### config.mk
export PLATFORM = sky130hd
export DESIGN_NAME = hermite_easing_evaluator_unit
export DESIGN_NICKNAME = d
export VERILOG_FILES = /design/src/hw/rtl/hee_pkg.sv /design/src/hw/rtl/hee_regs.sv /design/src/hw/rtl/hee_datapath.sv /design/src/hw/rtl/hee_ctrl.sv /design/src/hw/rtl/hermite_easing_evaluator_unit.sv
export SDC_FILE = /design/constraint.sdc
export NUM_CORES = 2
export LEC_CHECK = 0
export BUFFER_PORTS_ARGS = -buffer_cell sky130_fd_sc_hd__buf_2
export CELL_PAD_IN_SITES_DETAIL_PLACEMENT = 1
export CELL_PAD_IN_SITES_GLOBAL_PLACEMENT = 2
export CORE_UTILIZATION = 38
export DETAILED_ROUTE_END_ITERATION = 6
export PLACE_DENSITY_LB_ADDON = 0.1
export SETUP_SLACK_MARGIN = 0.15
export SLEW_MARGIN = 5
export SYNTH_ARGS = -nofsm -noshare
export SYNTH_HDL_FRONTEND = slang
export SYNTH_HIERARCHICAL = 1
export SYNTH_SLANG_ARGS = --single-unit
### constraint.sdc
create_clock -name clk -period 14.52 [get_ports clk]
set_input_delay 3.63 -clock clk [delete_from_list [all_inputs] [get_ports clk]]
set_output_delay 3.63 -clock clk [all_outputs]
set_load 0.1 [all_outputs]
### src/hw/rtl/hee_pkg.sv
// Shared types, constants and operation codes of the Hermite easing evaluator.
package hee_pkg;

  localparam int TIME_WIDTH_DEF    = 32;
  localparam int FRACTION_BITS_DEF = 16;
  localparam int TANGENT_FRACTION  = 12;
  localparam int TOTAL_WIDTH       = 48;
  localparam int ADDR_WIDTH        = 5;
  localparam int DATA_WIDTH        = 32;
  localparam int VALUE_WIDTH       = 32;

  localparam logic [2:0] REG_SAMPLE_INTERVAL = 3'd0;
  localparam logic [2:0] REG_SAMPLE_COUNT    = 3'd1;
  localparam logic [2:0] REG_START_VALUE     = 3'd2;
  localparam logic [2:0] REG_END_VALUE       = 3'd3;
  localparam logic [2:0] REG_START_TANGENT   = 3'd4;
  localparam logic [2:0] REG_END_TANGENT     = 3'd5;

  localparam logic [3:0] OP_NONE    = 4'd0;
  localparam logic [3:0] OP_TOTAL   = 4'd1;
  localparam logic [3:0] OP_DIVINIT = 4'd2;
  localparam logic [3:0] OP_DIVSTEP = 4'd3;
  localparam logic [3:0] OP_SQ      = 4'd4;
  localparam logic [3:0] OP_CUBE    = 4'd5;
  localparam logic [3:0] OP_BASIS   = 4'd6;
  localparam logic [3:0] OP_TAN0    = 4'd7;
  localparam logic [3:0] OP_TAN1    = 4'd8;
  localparam logic [3:0] OP_Y       = 4'd9;
  localparam logic [3:0] OP_YDIFF   = 4'd10;
  localparam logic [3:0] OP_OUT     = 4'd11;

  typedef struct packed {
    logic [31:0]        sample_interval;
    logic [15:0]        sample_count;
    logic signed [31:0] start_value;
    logic signed [31:0] end_value;
    logic signed [15:0] start_tangent;
    logic signed [15:0] end_tangent;
  } cfg_t;

  typedef struct packed {
    logic       load;
    logic       first;
    logic [3:0] op;
  } dp_cmd_t;

  typedef struct packed {
    logic over;
  } dp_status_t;

endpackage

### src/hw/rtl/hee_regs.sv
// APB configuration register file of the Hermite easing evaluator.
module hee_regs (
  input  logic                             clk,
  input  logic                             rst,
  input  logic                             psel,
  input  logic                             penable,
  input  logic                             pwrite,
  input  logic [hee_pkg::ADDR_WIDTH-1:0]   paddr,
  input  logic [hee_pkg::DATA_WIDTH-1:0]   pwdata,
  output logic [hee_pkg::DATA_WIDTH-1:0]   prdata,
  output logic                             pready,
  output hee_pkg::cfg_t                    cfg
);

  logic [2:0] idx;
  logic       wr_en;

  assign idx    = paddr[4:2];
  assign wr_en  = psel & penable & pwrite;
  assign pready = 1'b1;

  always_ff @(posedge clk) begin
    if (rst) begin
      cfg.sample_interval <= 32'd1;
      cfg.sample_count    <= 16'd1;
      cfg.start_value     <= '0;
      cfg.end_value       <= '0;
      cfg.start_tangent   <= '0;
      cfg.end_tangent     <= '0;
    end else if (wr_en) begin
      unique case (idx)
        hee_pkg::REG_SAMPLE_INTERVAL: cfg.sample_interval <= pwdata;
        hee_pkg::REG_SAMPLE_COUNT:    cfg.sample_count    <= pwdata[15:0];
        hee_pkg::REG_START_VALUE:     cfg.start_value     <= $signed(pwdata);
        hee_pkg::REG_END_VALUE:       cfg.end_value       <= $signed(pwdata);
        hee_pkg::REG_START_TANGENT:   cfg.start_tangent   <= $signed(pwdata[15:0]);
        hee_pkg::REG_END_TANGENT:     cfg.end_tangent     <= $signed(pwdata[15:0]);
        default: ;
      endcase
    end
  end

  always_comb begin
    unique case (idx)
      hee_pkg::REG_SAMPLE_INTERVAL: prdata = cfg.sample_interval;
      hee_pkg::REG_SAMPLE_COUNT:    prdata = {16'd0, cfg.sample_count};
      hee_pkg::REG_START_VALUE:     prdata = cfg.start_value;
      hee_pkg::REG_END_VALUE:       prdata = cfg.end_value;
      hee_pkg::REG_START_TANGENT:   prdata = {16'd0, cfg.start_tangent};
      hee_pkg::REG_END_TANGENT:     prdata = {16'd0, cfg.end_tangent};
      default:                      prdata = '0;
    endcase
  end

endmodule

### src/hw/rtl/hee_datapath.sv
// Datapath: elapsed time, bit-serial divider, shared multiplier and Hermite basis.
module hee_datapath #(
  parameter int TIME_WIDTH    = hee_pkg::TIME_WIDTH_DEF,
  parameter int FRACTION_BITS = hee_pkg::FRACTION_BITS_DEF
) (
  input  logic                               clk,
  input  hee_pkg::cfg_t                      cfg,
  input  logic [TIME_WIDTH-1:0]              ts,
  input  hee_pkg::dp_cmd_t                   cmd,
  output hee_pkg::dp_status_t                status,
  output logic [hee_pkg::VALUE_WIDTH-1:0]    value
);

  localparam int F   = FRACTION_BITS;
  localparam int TOW = hee_pkg::TOTAL_WIDTH;
  localparam int AW  = F + 4;
  localparam int BW  = 34;
  localparam int PW  = AW + BW;
  localparam int CW  = ((TIME_WIDTH > TOW) ? TIME_WIDTH : TOW) + 1;
  localparam int VW  = PW - F + 1;
  localparam int TF  = hee_pkg::TANGENT_FRACTION;

  logic [TIME_WIDTH-1:0] start_time;
  logic [TIME_WIDTH-1:0] elapsed;
  logic [TOW-1:0]        total;
  logic [CW-1:0]         rem;
  logic [F-1:0]          q;
  logic                  t_zero;
  logic                  t_full;
  logic signed [AW-1:0]  t_reg;
  logic signed [AW-1:0]  t2;
  logic signed [AW-1:0]  h01;
  logic signed [AW-1:0]  h10;
  logic signed [AW-1:0]  h11;
  logic signed [AW-1:0]  y;
  logic signed [PW-1:0]  acc;
  logic signed [PW-1:0]  prod;

  logic [CW-1:0]         elapsed_ext;
  logic [CW-1:0]         total_ext;
  logic [CW-1:0]         rem_sh;
  logic                  ge;
  logic signed [AW-1:0]  t_cur;
  logic signed [AW-1:0]  prod_shift;
  logic signed [AW-1:0]  mul_a;
  logic signed [BW-1:0]  mul_b;
  logic signed [PW-1:0]  mul_p;
  logic signed [PW-1:0]  tan_sum;
  logic signed [32:0]    diff;
  logic signed [VW-1:0]  vsum;
  logic [31:0]           sat;

  assign elapsed_ext   = {{(CW-TIME_WIDTH){1'b0}}, elapsed};
  assign total_ext     = {{(CW-TOW){1'b0}}, total};
  assign status.over   = elapsed_ext > total_ext;
  assign rem_sh        = {rem[CW-2:0], 1'b0};
  assign ge            = rem_sh >= total_ext;

  // A zero duration gives t = 0; elapsed reaching the duration gives exactly one.
  always_comb begin
    if (t_zero) begin
      t_cur = '0;
    end else if (t_full) begin
      t_cur = {{(AW-F-1){1'b0}}, 1'b1, {F{1'b0}}};
    end else begin
      t_cur = {{(AW-F){1'b0}}, q};
    end
  end

  assign prod_shift = $signed(prod[F +: AW]);
  assign tan_sum    = acc + prod;
  assign diff       = {cfg.end_value[31], cfg.end_value} - {cfg.start_value[31], cfg.start_value};

  always_comb begin
    case (cmd.op)
      hee_pkg::OP_SQ: begin
        mul_a = t_cur;
        mul_b = {{(BW-AW){t_cur[AW-1]}}, t_cur};
      end
      hee_pkg::OP_CUBE: begin
        mul_a = prod_shift;
        mul_b = {{(BW-AW){t_reg[AW-1]}}, t_reg};
      end
      hee_pkg::OP_TAN0: begin
        mul_a = h10;
        mul_b = {{(BW-16){cfg.start_tangent[15]}}, cfg.start_tangent};
      end
      hee_pkg::OP_TAN1: begin
        mul_a = h11;
        mul_b = {{(BW-16){cfg.end_tangent[15]}}, cfg.end_tangent};
      end
      default: begin
        mul_a = y;
        mul_b = {diff[32], diff};
      end
    endcase
  end

  assign mul_p = mul_a * mul_b;

  assign vsum = {{(VW-32){cfg.start_value[31]}}, cfg.start_value}
              + {prod[PW-1], prod[PW-1:F]};

  always_comb begin
    if ((&vsum[VW-1:31]) || !(|vsum[VW-1:31])) begin
      sat = vsum[31:0];
    end else if (vsum[VW-1]) begin
      sat = 32'h8000_0000;
    end else begin
      sat = 32'h7FFF_FFFF;
    end
  end

  always_ff @(posedge clk) begin
    if (cmd.load) begin
      if (cmd.first) begin
        start_time <= ts;
        elapsed    <= '0;
      end else begin
        elapsed <= ts - start_time;
      end
    end
    unique case (cmd.op)
      hee_pkg::OP_NONE: ;
      hee_pkg::OP_TOTAL: total <= cfg.sample_interval * cfg.sample_count;
      hee_pkg::OP_DIVINIT: begin
        rem    <= elapsed_ext;
        q      <= '0;
        t_zero <= (total == '0);
        t_full <= elapsed_ext >= total_ext;
      end
      hee_pkg::OP_DIVSTEP: begin
        rem <= ge ? (rem_sh - total_ext) : rem_sh;
        q   <= {q[F-2:0], ge};
      end
      hee_pkg::OP_SQ: begin
        t_reg <= t_cur;
        prod  <= mul_p;
      end
      hee_pkg::OP_CUBE: begin
        t2   <= prod_shift;
        prod <= mul_p;
      end
      hee_pkg::OP_BASIS: begin
        // prod_shift holds t^3 here.
        h01 <= AW'(3 * t2 - 2 * prod_shift);
        h10 <= AW'(t_reg - 2 * t2 + prod_shift);
        h11 <= prod_shift - t2;
      end
      hee_pkg::OP_TAN0: prod <= mul_p;
      hee_pkg::OP_TAN1: begin
        acc  <= prod;
        prod <= mul_p;
      end
      hee_pkg::OP_Y:     y     <= h01 + $signed(tan_sum[TF +: AW]);
      hee_pkg::OP_YDIFF: prod  <= mul_p;
      hee_pkg::OP_OUT:   value <= sat;
      default: ;
    endcase
  end

endmodule

### src/hw/rtl/hee_ctrl.sv
// Controller: sequences one request through the datapath and owns the stream handshakes.
module hee_ctrl #(
  parameter int FRACTION_BITS = hee_pkg::FRACTION_BITS_DEF
) (
  input  logic                 clk,
  input  logic                 rst,
  input  logic                 in_valid,
  output logic                 in_ready,
  output logic                 out_valid,
  input  logic                 out_ready,
  input  hee_pkg::dp_status_t  status,
  output hee_pkg::dp_cmd_t     cmd
);

  localparam int CNT_W = $clog2(FRACTION_BITS);

  localparam logic [3:0] S_IDLE  = 4'd0;
  localparam logic [3:0] S_TOTAL = 4'd1;
  localparam logic [3:0] S_CHECK = 4'd2;
  localparam logic [3:0] S_DIV   = 4'd3;
  localparam logic [3:0] S_SQ    = 4'd4;
  localparam logic [3:0] S_CUBE  = 4'd5;
  localparam logic [3:0] S_BASIS = 4'd6;
  localparam logic [3:0] S_TAN0  = 4'd7;
  localparam logic [3:0] S_TAN1  = 4'd8;
  localparam logic [3:0] S_Y     = 4'd9;
  localparam logic [3:0] S_YDIFF = 4'd10;
  localparam logic [3:0] S_OUT   = 4'd11;

  logic [3:0]       state;
  logic [3:0]       state_next;
  logic [CNT_W-1:0] cnt;
  logic             started;
  logic             finished;
  logic             in_fire;
  logic             out_free;

  assign in_ready = (state == S_IDLE);
  assign in_fire  = in_valid & in_ready;
  assign out_free = !out_valid || out_ready;

  always_comb begin
    state_next = state;
    cmd.load   = 1'b0;
    cmd.first  = !started;
    cmd.op     = hee_pkg::OP_NONE;
    unique case (state)
      S_IDLE: begin
        // Once finished, requests are taken and dropped.
        if (in_fire && !finished) begin
          cmd.load   = 1'b1;
          state_next = S_TOTAL;
        end
      end
      S_TOTAL: begin
        cmd.op     = hee_pkg::OP_TOTAL;
        state_next = S_CHECK;
      end
      S_CHECK: begin
        cmd.op     = hee_pkg::OP_DIVINIT;
        state_next = status.over ? S_IDLE : S_DIV;
      end
      S_DIV: begin
        cmd.op = hee_pkg::OP_DIVSTEP;
        if (cnt == CNT_W'(FRACTION_BITS - 1)) begin
          state_next = S_SQ;
        end
      end
      S_SQ: begin
        cmd.op     = hee_pkg::OP_SQ;
        state_next = S_CUBE;
      end
      S_CUBE: begin
        cmd.op     = hee_pkg::OP_CUBE;
        state_next = S_BASIS;
      end
      S_BASIS: begin
        cmd.op     = hee_pkg::OP_BASIS;
        state_next = S_TAN0;
      end
      S_TAN0: begin
        cmd.op     = hee_pkg::OP_TAN0;
        state_next = S_TAN1;
      end
      S_TAN1: begin
        cmd.op     = hee_pkg::OP_TAN1;
        state_next = S_Y;
      end
      S_Y: begin
        cmd.op     = hee_pkg::OP_Y;
        state_next = S_YDIFF;
      end
      S_YDIFF: begin
        cmd.op     = hee_pkg::OP_YDIFF;
        state_next = S_OUT;
      end
      S_OUT: begin
        if (out_free) begin
          cmd.op     = hee_pkg::OP_OUT;
          state_next = S_IDLE;
        end
      end
      default: state_next = S_IDLE;
    endcase
  end

  always_ff @(posedge clk) begin
    if (rst) begin
      state     <= S_IDLE;
      cnt       <= '0;
      started   <= 1'b0;
      finished  <= 1'b0;
      out_valid <= 1'b0;
    end else begin
      state <= state_next;
      if (cmd.load) begin
        started <= 1'b1;
      end
      if (state == S_CHECK && status.over) begin
        finished <= 1'b1;
      end
      if (state == S_DIV) begin
        cnt <= cnt + 1'b1;
      end else begin
        cnt <= '0;
      end
      if (cmd.op == hee_pkg::OP_OUT) begin
        out_valid <= 1'b1;
      end else if (out_ready) begin
        out_valid <= 1'b0;
      end
    end
  end

endmodule

### src/hw/rtl/hermite_easing_evaluator_unit.sv
// Top level of the Hermite easing evaluator.
// Each timestamp request on the input stream produces at most one eased value on the output
// stream; the first timestamp after reset sets the start time, and once the elapsed time
// exceeds sample_interval*sample_count the block drops every further request without a
// result until reset. A request that yields a value passes in order through the accept state,
// the duration product and range check, the bit-serial restoring divider that forms t, the
// square, cube, basis, two tangent, y and difference steps of the single shared multiplier and
// basis adders, and the output register load, which waits until an earlier result is taken.
// A request that ends the animation returns to idle after the range check. The next request
// is taken while a result still waits in the output register; configuration is to be written
// through the APB port while idle, which the block itself does not enforce.
module hermite_easing_evaluator_unit #(
  parameter int TIME_WIDTH    = hee_pkg::TIME_WIDTH_DEF,
  parameter int FRACTION_BITS = hee_pkg::FRACTION_BITS_DEF
) (
  input  logic                                 clk,
  input  logic                                 rst,
  input  logic                                 s_axis_tvalid,
  output logic                                 s_axis_tready,
  // Fields from bit 0: timestamp[TIME_WIDTH-1:0], zero padding to a whole byte.
  input  logic [((TIME_WIDTH+7)/8)*8-1:0]      s_axis_tdata,
  output logic                                 m_axis_tvalid,
  input  logic                                 m_axis_tready,
  // Fields from bit 0: value[31:0].
  output logic [hee_pkg::VALUE_WIDTH-1:0]      m_axis_tdata,
  input  logic                                 psel,
  input  logic                                 penable,
  input  logic                                 pwrite,
  input  logic [hee_pkg::ADDR_WIDTH-1:0]       paddr,
  input  logic [hee_pkg::DATA_WIDTH-1:0]       pwdata,
  output logic [hee_pkg::DATA_WIDTH-1:0]       prdata,
  output logic                                 pready
);

  hee_pkg::cfg_t       cfg;
  hee_pkg::dp_cmd_t    cmd;
  hee_pkg::dp_status_t status;

  hee_regs u_regs (
    .clk     (clk),
    .rst     (rst),
    .psel    (psel),
    .penable (penable),
    .pwrite  (pwrite),
    .paddr   (paddr),
    .pwdata  (pwdata),
    .prdata  (prdata),
    .pready  (pready),
    .cfg     (cfg)
  );

  hee_ctrl #(
    .FRACTION_BITS (FRACTION_BITS)
  ) u_ctrl (
    .clk       (clk),
    .rst       (rst),
    .in_valid  (s_axis_tvalid),
    .in_ready  (s_axis_tready),
    .out_valid (m_axis_tvalid),
    .out_ready (m_axis_tready),
    .status    (status),
    .cmd       (cmd)
  );

  hee_datapath #(
    .TIME_WIDTH    (TIME_WIDTH),
    .FRACTION_BITS (FRACTION_BITS)
  ) u_dp (
    .clk    (clk),
    .cfg    (cfg),
    .ts     (s_axis_tdata[TIME_WIDTH-1:0]),
    .cmd    (cmd),
    .status (status),
    .value  (m_axis_tdata)
  );

endmodule

==> metrics.txt <==
EDFF count, synth=just over 400; top_reg_cell synth=edfxtp_1; non-filler cells, final=10.9k; Mapped Area=75,000 sq um; Worst Setup Path Type=in2reg; Async SR Flop Fraction=0%; Multi-input gate area=52,900 sq um; Reg2Reg Setup Slack=~2700 ps; Largest delay share family, worst path=adder cells; crit path to=u_dp/prod[50]$_DFFE_PP_; Detailed Route WL=~250 mm; Slew @ Worst Pin=about 1300 ps; CTS Buf Count=77; starting DRC count in detailed routing=approximately 3.2k; I/O Buffers=139; fin crit share=approximately nine tenths; Max Clock Skew=about 53 ps; critical path arrival=13,810 ps; Sum Neg Setup Slack=0 ps; YS warnings=6; Die H=about 450 um; WHS=449 ps; Critical Path Most Common Cell=fa_1; ANT nets after route=0; largest reg by FF count=u_regs/cfg; core area=195,000 sq um; synth-to-layout area growth=9.68%; max reg flops=~140; hold buffers post-CTS=0; number of setup buffers added after CTS=0; H-tree depth=3; layout cell share with drive strength beyond 1=roughly 7.3%; vias in the first global route=between 60k and 70k; Worst R2R Start=u_regs/cfg[64]$_SDFFE_PP0P_; critical path startpoint=m_axis_tready; R2R cell count=41; count of final max-slew check failures=0; Final Hold Vio Count=0; vias=approximately 57k; highest-delay cell along the critical path=or4b_1; total track usage=a little over a quarter; CTS tree=yes; failing checks=DRC; Worst Path Required=around 15,000 ps; Sequential Area=about 16,000 sq um; Largest regs=u_regs/cfg x144, u_dp/prod x54; sequential element share of the synthesized area=about a fifth; most frequent cells in the layout=inv_1, fa_1, nand2_1, nor2_1, ha_1; fin crit period=approximately 13,000 ps; maxcap violations=0; Final setup viols=0; Synth Instances=8,074; Die Area=approximately 200,000 sq um; pin count of the biggest net entering global routing=around 110; worst skew pair latency=around 710 ps; most common cell after layout, fill and taps aside=inv_1; initial antenna violation count=9; wire per inst=~23 um; # rows=162; WP depth=40; class of the worst hold path=reg2reg; relative slew slack=15.0%; crit end category=flip-flop; clock-pin slew on the worst setup and hold paths=around 60 ps; crit path buf inv count=12; status=complete, but fails checks; First-pass DRT Iterations=7; RSZ-0062 raised after global routing=false; r2r endpoint=u_dp/prod[43]$_DFFE_PP_; post-cts gate resize count=0; CP Launch Type=input pin; total global routing overflow=0; fill count=roughly 23k; Placed Cells incl. Taps=between 10k and 15k; GPL Wtd Cong=just over 0.9; vias per cell=5.23; DP Wirelength=around 210 mm; Distinct cells, synth=roughly 100; Yosys reg bits=around 570; drc violations=1; fmax=around 75 MHz; Syn Nets=around 10k; Crit Path Max Fanout=32; Longest Clk Path Bufs=3; CP peak stage delay=between 600 and 700 ps; Initial Utilization=a little under two fifths; first-pass GRT wire length=about 390 mm; Die Wd=about 450 um; clock root buffer=clkbuf_16; IO Pins=143; Avg Synthesized Cell Area=slightly above 9 sq um; NumNets Final=roughly 10k; clk sinks=roughly 570
==> per-stage QoR <==
stage	setup slack, ps	util, %	instance area (sq um)
floorplan	400	-	75000
global placement	499	40.8	79700
finish	1170	42.1	82200
CTS	1180	42.1	82200
global route	664	42.1	82200
detailed placement	451	40.8	79700
==> routing by layer <==
layer  track usage [%]  part of all wire [%]  up-vias  wire [um]
met2              42.5                    47      937     119000
met1              35.6                    46    29600     116000
met5                 0                     0        -          0
li1                  -                     -    26100          -
met3              2.34                   3.6      276       9130
met4              10.2                   4.3        0      10900
==> kinds of logic (layout without fill, tap and decap cells) <==
family | after synthesis | count (layout) | synth area share, %
other cells | 1 | 7 | 0.00500
flops | 568 | 568 | 20.7
buf+inv | 1771 | 1960 | 9.06
fa+ha+maj | 1678 | 1678 | 39.2
xor+xnor | 305 | 305 | 3.56
mux | 202 | 202 | 2.76
simple gates | 2387 | 2387 | 14.6
compound gates | 1162 | 1162 | 10.1
==> worst min-delay path by stage <==
stage,from,to,depth (start not counted)
after floorplan,u_ctrl/cnt[0]$_SDFF_PP0_,u_ctrl/cnt[0]$_SDFF_PP0_,1
after global placement,u_ctrl/cnt[0]$_SDFF_PP0_,u_ctrl/cnt[0]$_SDFF_PP0_,1
after detailed placement,u_ctrl/cnt[0]$_SDFF_PP0_,u_ctrl/cnt[0]$_SDFF_PP0_,1
after CTS,u_ctrl/cnt[0]$_SDFF_PP0_,u_ctrl/cnt[0]$_SDFF_PP0_,1
after global routing,u_dp/prod[4]$_DFFE_PP_,u_dp/acc[4]$_DFFE_PN_,0
final,u_ctrl/cnt[0]$_SDFF_PP0_,u_ctrl/cnt[0]$_SDFF_PP0_,1
==> final cells by class <==
type                            count  area share, %
Inverter                         1460           6.67
Sequential cell                   568           18.9
Tap cell                         2624           3.99
Multi-Input combinational cell   5735           64.3
Antenna cell                        6         0.0183
Timing Repair Buffer              362           3.07
Clock inverter                     41          0.505
Clock buffer                       97           2.55
==> synth_stat cells (all sizes together) (27+ instances only) <==
cell    instances  area, sq um
and2          203         1270
nor3           61          310
a21oi         345         1740
dfxtp         155         3100
a222oi         27          270
clkbuf        257          966
fa           1118        22400
nand4          40          250
xnor2         198         1730
nand2         945         3550
mux2i         163         1630
buf            54          343
mux2           39          439
nor2          613         2310
edfxtp        413        12400
o21ai         237         1190
or3            29          181
a22oi          29          218
o21bai         31          233
a21o          168         1260
and3           41          257
nor2b          66          413
a211oi         34          265
inv          1460         5480
nand3          79          400
o21a           62          473
ha            560         7010
xor2          107          937
nand2b        244         1530
a31oi          53          332
==> worst register-to-register path: cells and delay by family (launching register included) <==
kind	cells	cell delay, ps
adders and majority gates	10	4260
AOI/OAI and AO/OA	16	4200
and+or+nand+nor	5	1460
buffers and inverters	9	1130
DFF	1	490
xor gates and xnor gates	1	60
Power is left out: the tool's default activity adds up to more than one toggle a clock period on the data nets, which glitch-free logic cannot reach.
